## config.mk

```make
export PLATFORM = sky130hd
export DESIGN_NAME = dns_rr_length_framer
export DESIGN_NICKNAME = d
export VERILOG_FILES = /design/src/design/drrlf_pkg.sv /design/src/design/drrlf_parser.sv /design/src/design/dns_rr_length_framer.sv
export SDC_FILE = /design/constraint.sdc
export NUM_CORES = 1
export LEC_CHECK = 0
export BUFFER_PORTS_ARGS = -buffer_cell sky130_fd_sc_hd__buf_2
export CAP_MARGIN = 20
export CORE_AREA = 2 2 119 121
export DETAILED_ROUTE_END_ITERATION = 6
export DIE_AREA = 0 0 121 123
export PLACE_DENSITY_LB_ADDON = 0.25
export SKIP_CTS_REPAIR_TIMING = 1
export SLEW_MARGIN = 20
export SYNTH_ARGS = -nofsm -noshare
export SYNTH_HDL_FRONTEND = slang
export SYNTH_SLANG_ARGS = --single-unit
```

## constraint.sdc

```tcl
create_clock -name i_clk -period 5.5 [get_ports i_clk]
set_input_delay 1.65 -clock i_clk [delete_from_list [all_inputs] [get_ports i_clk]]
set_output_delay 1.65 -clock i_clk [all_outputs]
set_load 0.03 [all_outputs]
```

## src/design/drrlf_pkg.sv

```systemverilog
// Package for the DNS resource record length framer.
// Holds the transfer payload types, status codes and framing constants.
// No dependencies.
`default_nettype none

package drrlf_pkg;

    // Largest owner name accepted, in bytes, counting length bytes and root.
    localparam int DEF_MAX_NAME_BYTES = 255;

    // Widths of the stored counters.
    localparam int LEN_W   = 17;
    localparam int NAME_W  = 9;
    localparam int LABEL_W = 6;
    localparam int FIXED_W = 4;
    localparam int RDLEN_W = 16;

    // Fixed part after the owner name: type, class, TTL, rdata length.
    localparam logic [FIXED_W-1:0] FIXED_BYTES    = 4'd10;
    localparam logic [FIXED_W-1:0] RDLEN_POS_HIGH = 4'd2;
    localparam logic [7:0]         LABEL_TYPE_MASK = 8'hC0;

    // Result status codes.
    localparam logic [1:0] ST_OK    = 2'd0;
    localparam logic [1:0] ST_LABEL = 2'd1;
    localparam logic [1:0] ST_TRUNC = 2'd2;
    localparam logic [1:0] ST_LONG  = 2'd3;

    // One input byte of the record stream.
    typedef struct packed {
        logic [7:0] data_byte;
        logic       last_byte;
    } t_in_item;

    // One result: record length and status.
    typedef struct packed {
        logic [LEN_W-1:0] record_length;
        logic [1:0]       status;
    } t_out_item;

    // Result of one parser step, handed to the output register.
    typedef struct packed {
        logic      valid;
        t_out_item item;
    } t_result;

endpackage

`default_nettype wire

```

## src/design/drrlf_parser.sv

```systemverilog
// Record walker for the DNS resource record length framer.
// Holds the per-record state and computes one step per byte.
// Depends on drrlf_pkg.
`default_nettype none

module drrlf_parser
    import drrlf_pkg::*;
#(
    parameter int MAX_NAME_BYTES = DEF_MAX_NAME_BYTES
) (
    input  wire logic     i_clk,
    input  wire logic     i_rst_n,
    input  wire logic     i_step,
    input  wire t_in_item i_item,
    output t_result       o_result
);

    typedef enum logic [1:0] {
        PH_NAME  = 2'd0,
        PH_FIXED = 2'd1,
        PH_RDATA = 2'd2,
        PH_DRAIN = 2'd3
    } t_phase;

    localparam logic [NAME_W-1:0] NAME_LIMIT = NAME_W'(MAX_NAME_BYTES);

    t_phase               r_phase,   n_phase;
    logic [LABEL_W-1:0]   r_label,   n_label;
    logic [FIXED_W-1:0]   r_fixed,   n_fixed;
    logic [7:0]           r_rdhi,    n_rdhi;
    logic [RDLEN_W-1:0]   r_rdata,   n_rdata;
    logic [LEN_W-1:0]     r_rec_cnt, n_rec_cnt;
    logic [NAME_W-1:0]    r_name_cnt, n_name_cnt;

    // Next state and result for the byte being stepped.
    always_comb begin
        logic [LEN_W-1:0]   rec_inc;
        logic [NAME_W-1:0]  name_inc;
        logic [RDLEN_W-1:0] rdata_left;
        logic               too_long;
        logic               fail;
        logic [1:0]         fail_st;
        logic               done;
        logic               clear;

        rec_inc    = r_rec_cnt + 1'b1;
        name_inc   = r_name_cnt + 1'b1;
        too_long   = name_inc > NAME_LIMIT;
        rdata_left = r_rdata;
        fail       = 1'b0;
        fail_st    = ST_OK;
        done       = 1'b0;
        clear      = 1'b0;

        n_phase    = r_phase;
        n_label    = r_label;
        n_fixed    = r_fixed;
        n_rdhi     = r_rdhi;
        n_rdata    = r_rdata;
        n_rec_cnt  = r_rec_cnt;
        n_name_cnt = r_name_cnt;

        o_result.valid              = 1'b0;
        o_result.item.record_length = '0;
        o_result.item.status        = ST_OK;

        unique case (r_phase)
            PH_DRAIN: begin
                clear = i_item.last_byte;
            end
            PH_NAME: begin
                n_rec_cnt  = rec_inc;
                n_name_cnt = name_inc;
                if (r_label != '0) begin
                    n_label = r_label - 1'b1;
                    if (too_long) begin
                        fail    = 1'b1;
                        fail_st = ST_LONG;
                    end
                end else if (i_item.data_byte == 8'd0) begin
                    if (too_long) begin
                        fail    = 1'b1;
                        fail_st = ST_LONG;
                    end else begin
                        n_phase = PH_FIXED;
                        n_fixed = FIXED_BYTES;
                    end
                end else if ((i_item.data_byte & LABEL_TYPE_MASK) != 8'd0) begin
                    fail    = 1'b1;
                    fail_st = ST_LABEL;
                end else if (too_long) begin
                    fail    = 1'b1;
                    fail_st = ST_LONG;
                end else begin
                    n_label = i_item.data_byte[LABEL_W-1:0];
                end
            end
            PH_FIXED: begin
                n_rec_cnt = rec_inc;
                if (r_fixed == RDLEN_POS_HIGH) begin
                    n_rdhi = i_item.data_byte;
                end else if (r_fixed <= 4'd1) begin
                    rdata_left = {r_rdhi, i_item.data_byte};
                    n_rdata    = rdata_left;
                    if (rdata_left == '0) begin
                        done = 1'b1;
                    end else begin
                        n_phase = PH_RDATA;
                    end
                end
                if (r_fixed != '0) begin
                    n_fixed = r_fixed - 1'b1;
                end
            end
            PH_RDATA: begin
                n_rec_cnt = rec_inc;
                if (r_rdata != '0) begin
                    rdata_left = r_rdata - 1'b1;
                end
                n_rdata = rdata_left;
                done    = rdata_left == '0;
            end
            default: begin
                clear = 1'b1;
            end
        endcase

        // Result selection: an error wins, then completion, then truncation.
        if (r_phase != PH_DRAIN) begin
            if (fail) begin
                clear                = 1'b1;
                o_result.valid       = 1'b1;
                o_result.item.status = fail_st;
            end else if (done) begin
                clear                       = 1'b1;
                o_result.valid              = 1'b1;
                o_result.item.record_length = rec_inc;
            end else if (i_item.last_byte) begin
                clear                = 1'b1;
                o_result.valid       = 1'b1;
                o_result.item.status = ST_TRUNC;
            end
        end

        if (clear) begin
            n_phase    = (fail && !i_item.last_byte) ? PH_DRAIN : PH_NAME;
            n_label    = '0;
            n_fixed    = '0;
            n_rdhi     = '0;
            n_rdata    = '0;
            n_rec_cnt  = '0;
            n_name_cnt = '0;
        end

        if (!i_step) begin
            o_result.valid = 1'b0;
        end
    end

    // Record state, updated once per stepped byte.
    always_ff @(posedge i_clk) begin
        if (!i_rst_n) begin
            r_phase    <= PH_NAME;
            r_label    <= '0;
            r_fixed    <= '0;
            r_rdhi     <= '0;
            r_rdata    <= '0;
            r_rec_cnt  <= '0;
            r_name_cnt <= '0;
        end else if (i_step) begin
            r_phase    <= n_phase;
            r_label    <= n_label;
            r_fixed    <= n_fixed;
            r_rdhi     <= n_rdhi;
            r_rdata    <= n_rdata;
            r_rec_cnt  <= n_rec_cnt;
            r_name_cnt <= n_name_cnt;
        end
    end

endmodule

`default_nettype wire

```

## src/design/dns_rr_length_framer.sv

```systemverilog
// A byte accepted into the input register is stepped by the parser and its result
// is held in the result register (two register stages: input, result).
// Throughput: one byte per cycle when not stalled, set by the record state update.
// Backpressure on the output stalls both stages; ready follows it combinationally.
// Reset (synchronous, active low) empties both stages and returns to the owner name.
// Depends on drrlf_pkg and drrlf_parser.
`default_nettype none

module dns_rr_length_framer
    import drrlf_pkg::*;
#(
    parameter int MAX_NAME_BYTES = DEF_MAX_NAME_BYTES
) (
    input  wire logic      i_clk,
    input  wire logic      i_rst_n,
    input  wire logic      i_in_valid,
    output logic           o_in_ready,
    input  wire t_in_item  i_in_item,
    output logic           o_out_valid,
    input  wire logic      i_out_ready,
    output t_out_item      o_out_item
);

    logic      r_in_valid;
    t_in_item  r_in_item;
    logic      r_out_valid;
    t_out_item r_out_item;
    logic      advance;
    logic      step;
    t_result   result;

    // The pipeline moves whenever the result register is free or being drained.
    assign advance    = !r_out_valid || i_out_ready;
    assign step       = r_in_valid && advance;
    assign o_in_ready = !r_in_valid || advance;

    // Input register.
    always_ff @(posedge i_clk) begin
        if (!i_rst_n) begin
            r_in_valid <= 1'b0;
        end else if (o_in_ready) begin
            r_in_valid <= i_in_valid;
        end
    end

    always_ff @(posedge i_clk) begin
        if (o_in_ready && i_in_valid) begin
            r_in_item <= i_in_item;
        end
    end

    drrlf_parser #(
        .MAX_NAME_BYTES(MAX_NAME_BYTES)
    ) u_parser (
        .i_clk   (i_clk),
        .i_rst_n (i_rst_n),
        .i_step  (step),
        .i_item  (r_in_item),
        .o_result(result)
    );

    // Result register.
    always_ff @(posedge i_clk) begin
        if (!i_rst_n) begin
            r_out_valid <= 1'b0;
        end else if (advance) begin
            r_out_valid <= result.valid;
        end
    end

    always_ff @(posedge i_clk) begin
        if (advance && result.valid) begin
            r_out_item <= result.item;
        end
    end

    assign o_out_valid = r_out_valid;
    assign o_out_item  = r_out_item;

endmodule

`default_nettype wire

```

After elaboration in Yosys (flattened, before gate mapping)
Index checks and enable logic that the tools add are counted.
{ "classes": {"n_reduce_logical": 32, "addsub": 5, "n_bitwise": 2, "n_eq_ne": 15, "div_mod_pow": 0, "mul": 0, "mux": 63, "shifts": 0, "order_cmp": 2} }
{ "ops": {"columns": ["operator", "n"], "rows": [
  ["2-to-1 mux 16 bit", 5],
  ["2-to-1 mux 17 bit", 4],
  ["2-to-1 mux 6 bit", 6],
  ["logical NOT 16 bit", 2],
  ["2-to-1 mux 2 bit", 16],
  ["one-hot mux 16 bit (2 select lines)", 1],
  ["2-to-1 mux 8 bit", 3],
  ["2-to-1 mux 20 bit", 1],
  ["2-to-1 mux 4 bit", 5],
  ["2-to-1 mux 9 bit", 2],
  ["adder 17 x 1 -> 17 bit (second input constant)", 1],
  ["2-to-1 mux 1 bit", 17],
  ["nonzero test 16 bit", 1],
  ["subtractor 16 x 1 -> 16 bit (second input constant)", 1],
  ["inequality test 3 bit (second input constant)", 5],
  ["adder 9 x 1 -> 9 bit (second input constant)", 1],
  ["> comparator 9 x 8 -> 1 bit (second input constant)", 1],
  ["inequality test 3 x 1 -> 1 bit (second input constant)", 3],
  ["logical NOT 8 bit", 1],
  ["one-hot mux 4 bit (2 select lines)", 1],
  ["AND reduction 8 bit", 1],
  ["nonzero test 2 bit", 4],
  ["nonzero test 8 bit", 1],
  ["inequality test 3 x 2 -> 1 bit (second input constant)", 2],
  ["23 further kinds", 34]
]} }
{ "word_totals": {"rom_bits": 0, "out_inout_bits": 21, "ff_bits": 92, "inputBits": 13, "mem_count": 0, "word_cells": 132, "latchBits": 0, "ramBits": 0} }

Depth between registers and ports, before layout
{ "depth": {"depth_word": 11, "ltp_mapped": 13, "depth_no_buf": 10} }

Cells and area by module
A second synthesis with hierarchy kept.
{ "hier_totals": {"cells_unflattened": 622, "area_unflattened_um2": 5355.1} }
{ "by_module_without_submodules": {"columns": ["module", "n_inst", "cells_each", "seq_area_each_um2", "area_each_um2"], "rows": [
  ["drrlf_parser", 1, 584, 1241.2, 4414.2],
  ["dns_rr_length_framer", 1, 38, 880.8, 940.9]
]} }

Least setup slack after synthesis
Ideal clock, no wire load.
{ "synth_path": {"kind": "input to register", "from": "input i_out_ready", "to": "register r_out_item (netlist bit o_out_item[0]), enable pin", "arrival_ps": 3811, "slack_ps": 1270, "stages": 6, "setup_ps": 419, "n_path_buf": 3, "t_required_ps": 5081, "cell_sequence": "nor2b_1 nand2b_1 clkbuf_1 clkbuf_1 buf_1 nor3_1"} }
{ "synth_between": {"elab_chain_cells": 4} }
{ "synth_lines": {"columns": ["item", "line_no", "text"], "rows": [
  ["from (decl)", "dns_rr_length_framer.sv:20", "input wire logic i_out_ready,"],
  ["logical OR 1 bit (*)", "dns_rr_length_framer.sv:33", "assign advance = !r_out_valid || i_out_ready;"],
  ["logical AND 1 bit", "dns_rr_length_framer.sv:34", "assign step = r_in_valid && advance;"],
  ["2-to-1 mux 1 bit", "drrlf_parser.sv:155", "if (!i_step) begin"],
  ["logical AND 1 bit (*)", "dns_rr_length_framer.sv:72", "if (advance && result.valid) begin"],
  ["to (signal assigned)", "dns_rr_length_framer.sv:73", "r_out_item <= result.item;"],
  ["to (decl)", "dns_rr_length_framer.sv:27", "t_out_item r_out_item;"]
]} }
Every way passes the cells marked *; elsewhere a longest branch is shown, timed or not.
A chain may end at the register's enable or synchronous reset.

Worst setup path after layout
{ "layout_path": {"from": "register u_parser.r_rdata[12]", "to": "register u_parser.r_rdhi[6]"} }
{ "layout_between": {"elab_chain_cells": 10, "word_cells_on_any_way": 13, "classes_between": "add/sub (1); mux (7); reduce/logical (5)"} }
{ "layout_lines": {"columns": ["item", "line_no", "text"], "rows": [
  ["from (decl)", "drrlf_parser.sv:31", "logic [RDLEN_W-1:0] r_rdata, n_rdata;"],
  ["from (signal assigned)", "drrlf_parser.sv:175", "r_rdata <= n_rdata;"],
  ["subtractor 16 x 1 -> 16 bit or nonzero test 16 bit (tied branches)", "drrlf_parser.sv:118, drrlf_parser.sv:117", null],
  ["2-to-1 mux 16 bit (*)", "drrlf_parser.sv:117", "if (r_rdata != '0) begin"],
  ["2-to-1 mux 16 bit (*)", "drrlf_parser.sv:67", "unique case (r_phase)"],
  ["logical NOT 16 bit (*)", "drrlf_parser.sv:121", "done = rdata_left == '0;"],
  ["one-hot mux 1 bit (2 select lines) (*)", "drrlf_parser.sv:67", null],
  ["2-to-1 mux 1 bit (*)", "drrlf_parser.sv:134", "end else if (done) begin"],
  ["2-to-1 mux 1 bit (*)", "drrlf_parser.sv:130", "if (fail) begin"],
  ["2-to-1 mux 1 bit (*)", "drrlf_parser.sv:129", "if (r_phase != PH_DRAIN) begin"],
  ["nonzero test 2 bit (no source line)", null, null],
  ["AND reduction 3 bit (no source line)", null, null],
  ["to (signal assigned)", "drrlf_parser.sv:174", "r_rdhi <= n_rdhi;"],
  ["to (decl)", "drrlf_parser.sv:30", "logic [7:0] r_rdhi, n_rdhi;"]
]} }
Every way passes the cells marked *; elsewhere a longest branch is shown, timed or not. The select of a mux whose other input is x is not followed.

==> metrics.csv <==
stage;metric;value;unit
run_status;status;completed;
clocking;Num CTS Buffers;9;
worst_setup_path;Slowest-stage cell, CP;nor4b_4;
logic_synthesis;most area-consuming cells after synthesis;dfxtp_1 (24%), edfxtp_1 (16%), nor2_1 (4.6%);
logic_synthesis;Cells after Synth;615;
worst_setup_path;crit-path max cell delay;690;ps
clocking;CTS max path bufs;2;
logic_synthesis;synthesized area per cell;8.63;sq um
global_routing;largest net degree at the start of global routing;30;
layout;multi-input combinational cell area;2950;sq um
logic_synthesis;share of the synthesized area in the top cell type;0.242;
worst_setup_path;startpoint types;flip-flop;
global_routing;vias in the first global route;4637;
clocking;CTS tree;built;
clocking;CTS clk-pin slew, worst paths;70;ps
power;Switch Pwr;0.000441;W
global_routing;first-pass GRT wire length;22900;um
timing;worst slew pin tran;949;ps
drt;drt total wl;13800;um
timing;# setup viols final;0;
global_routing;initial antenna violation count;0;
layout;number of diodes;0;
drt;DR iter-0 viols;491;
timing;RSZ-0062 raised after global routing;no;
worst_setup_path;R2R setup slack;1450;ps
power;Leakage;2.03;nW
clocking;root buffer cell;clkbuf_16;
power;Pint;0.00109;W
logic_synthesis;Synth async-reset ratio;0;
timing;Final min period;4050;ps
logic_synthesis;Post-Syn Area;5310;sq um
die;die area;14900;sq um
die;Chip Height;123;um
worst_setup_path;Critical Path RT;5750;ps
layout;share of post-route cells with drive strength above 1;0.113;
timing;Tcrit/Tclk final;0.735;
die;core footprint;13600;sq um
drt;DRC Markers;0;
logic_synthesis;post-synth cell types;74;
worst_setup_path;worst path arrival time;4290;ps
placement;Port Buffers;33;
logic_synthesis;Synth area leader;dfxtp_1;
worst_setup_path;FF-to-FF Start;u_parser.r_rdata[12];
die;Die Wd;121;um
worst_setup_path;CP Max Fanout;12;
worst_setup_path;WP buf/inv;0;
logic_synthesis;EDFF count, synth;28;
layout;Synth-to-Final Area Change;11.0;%
power;pwr/cell area;260;nW/um^2
clocking;worst-skew pair later-pin latency;360;ps
timing;Slew HR;0.362;
clocking;H-tree depth;3;
placement;Final GP Congestion;0.861;
layout;Core Util, Final;0.433;
drt;drt first pass iters;5;
power;Max VDD drop;0.171;mV
drt;post-route ant nets;0;
layout;fill cell count;1351;
die;FP Rows;43;
power;logic gate share of total power;0.132;
timing;Final Hold Fails;0;
timing;total negative setup slack;0;ps
worst_setup_path;Worst setup endpoint;u_parser.r_rdhi[6];
power;switch share;0.288;
timing;Slew Viols, Final;0;
global_routing;Tot GR Track Use;0.194;
worst_setup_path;kind of end point of the critical path;flip-flop;
flow_run;Max Cap Violations;0;
layout;register area;2120;sq um
worst_setup_path;CP startpoint;u_parser.r_rdata[12];
hold_path;worst min path class;reg2reg;
drt;routed len/inst;16.9;um
drt;DR vias/cell;5.86;
worst_setup_path;critical path depth in cells;8;
worst_setup_path;worst path cell trace;nor4_2 -> nand4_1 -> a2111oi_0 -> nand3_1 -> nor4b_4 -> or4_1 -> nor2_1 -> a22o_1;
logic_synthesis;sequential element share of the synthesized area;0.400;
logic_synthesis;FF+latch count, synth;92;
logic_synthesis;syn nets;641;
timing;fmax;247;MHz
placement;DP HPWL;9620;um
worst_setup_path;cell family with most CP delay;simple AND/OR/NAND/NOR gates;
drt;vias;4776;
clocking;clk sinks;92;
worst_setup_path;Worst R2R Path Depth;8;
die;initial core utilization;0.390;
layout;nets@finish;656;
power;Flop pwr share;0.476;
power;clock network fraction of total power;0.392;
worst_setup_path;FF-to-FF End;u_parser.r_rdhi[6];
die;I/O pins;34;
logic_synthesis;Ys Warns;0;
timing;worst clock skew;12.7;ps
logic_synthesis;Main synth FF type;dfxtp_1;
worst_setup_path;crit path kind;reg2reg;
global_routing;grt ovf;0;
[metrics by stage]
stage	power, W	cells	area (sq um)	hold WS, ps	setup slack, ps
after detailed placement	0.000943	799	5610	480	1430
after global placement	0.000941	799	5610	471	1520
after CTS	0.00154	815	5890	491	1480
final	0.00153	815	5890	487	1450
after floorplan	0.000884	615	5310	452	1270
after global routing	0.00159	815	5890	518	1100
[routing by layer]
layer / share of wire / vias up / GRT usage
met2: 0.47 / 141 / 0.316
met1: 0.47 / 2275 / 0.248
met3: 0.047 / 16 / 0.0401
li1: - / 2344 / -
met5: 0 / - / 0
met4: 0.016 / 0 / 0.0879
[flip-flops by register name, indices dropped and copies added (netlist names), 2 cells and up]
register             flops
u_parser.r_rec_cnt      17
r_in_item                9
u_parser.r_rdata        16
u_parser.r_rdhi          8
u_parser.r_label         6
u_parser.r_name_cnt      9
u_parser.r_phase         2
u_parser.r_fixed         4
o_out_item              19
[tightest hold or removal path, delay by kind of cell (launching register included)]
kind | cells | cell delay, ps
AOI/OAI and AO/OA | 1 | 60
DFF | 1 | 330
and+or+nand+nor | 1 | 60
[cell type report]
cell class	count	area share
repair buffers	42	0.0395
clock inverters	7	0.00935
well taps	180	0.0382
flip-flops and latches	92	0.360
multi-input cells	463	0.500
inverters	22	0.0140
clock buffers	9	0.0382
[logic make-up (layout without fill, tap and decap cells)]
logic type	count (synthesis)	after routing	synth area share
fa+ha+maj	13	13	0.0307
buf+inv	60	80	0.0453
mux	5	5	0.00943
xor+xnor	20	20	0.0330
simple gates	260	260	0.268
compound gates	165	165	0.214
flops	92	92	0.400
[worst min path at each step]
stage,startpoint,endpoint,slack [ps],cells past startpoint
5_1_grt,u_parser.r_label[4],u_parser.r_label[4],520,2
6_report,u_parser.r_rec_cnt[1],u_parser.r_rec_cnt[1],490,2
2_1_floorplan,u_parser.r_label[4],u_parser.r_label[4],450,2
3_3_place_gp,u_parser.r_label[4],u_parser.r_label[4],470,2
3_5_place_dp,u_parser.r_label[4],u_parser.r_label[4],480,2
4_1_cts,u_parser.r_label[4],u_parser.r_label[4],490,2
[cell usage after synthesis, types with 9 or more instances]
cell and n:
nand3_1 28, nor3_1 17, nand4_1 12, a22o_1 15, ha_1 13, xnor2_1 11, inv_1 21, nor4_1 13
nand2b_1 11, o22ai_1 10, nand2_1 42, edfxtp_1 28, a21oi_1 37, xor2_1 9, nor2_1 65, a211oi_1 9
or3_1 15, dfxtp_1 64, o21ai_0 28, clkbuf_1 28
[power by group through the flow]
stage          registers (W)  clock network, W  logic, W
6_report            0.000729          0.000600  0.000202
5_1_grt             0.000731          0.000638  0.000221
4_1_cts             0.000729          0.000615  0.000200
3_5_place_dp        0.000744                 0  0.000199
3_3_place_gp        0.000744                 0  0.000197
2_1_floorplan       0.000750                 0  0.000134
[cell usage in the layout, fill, tap and decap left out, types with 5 or more instances in the layout]
cell | Yosys | layout
nor2_1 | 65 | 65
nand2_1 | 42 | 42
nand3_1 | 28 | 28
ha_1 | 13 | 13
a21oi_1 | 37 | 37
xnor2_1 | 11 | 11
clkbuf_16 | 0 | 9
o32ai_1 | 6 | 6
a22o_1 | 15 | 15
inv_1 | 21 | 21
edfxtp_1 | 28 | 28
xor2_1 | 9 | 9
o21ai_0 | 28 | 28
or3_1 | 15 | 15
buf_2 | 5 | 33
nand2b_1 | 11 | 11
dfxtp_1 | 64 | 64
buf_4 | 0 | 9
nor3_1 | 17 | 16
mux2i_1 | 5 | 5
o2bb2ai_1 | 6 | 6
nor4_1 | 13 | 13
and3_1 | 6 | 6
or4_1 | 8 | 8
nand4b_1 | 5 | 5
nand3b_1 | 6 | 6
o22ai_1 | 10 | 10
nand4_1 | 12 | 12
a211oi_1 | 9 | 9
(Power assumes the default switching activity.)
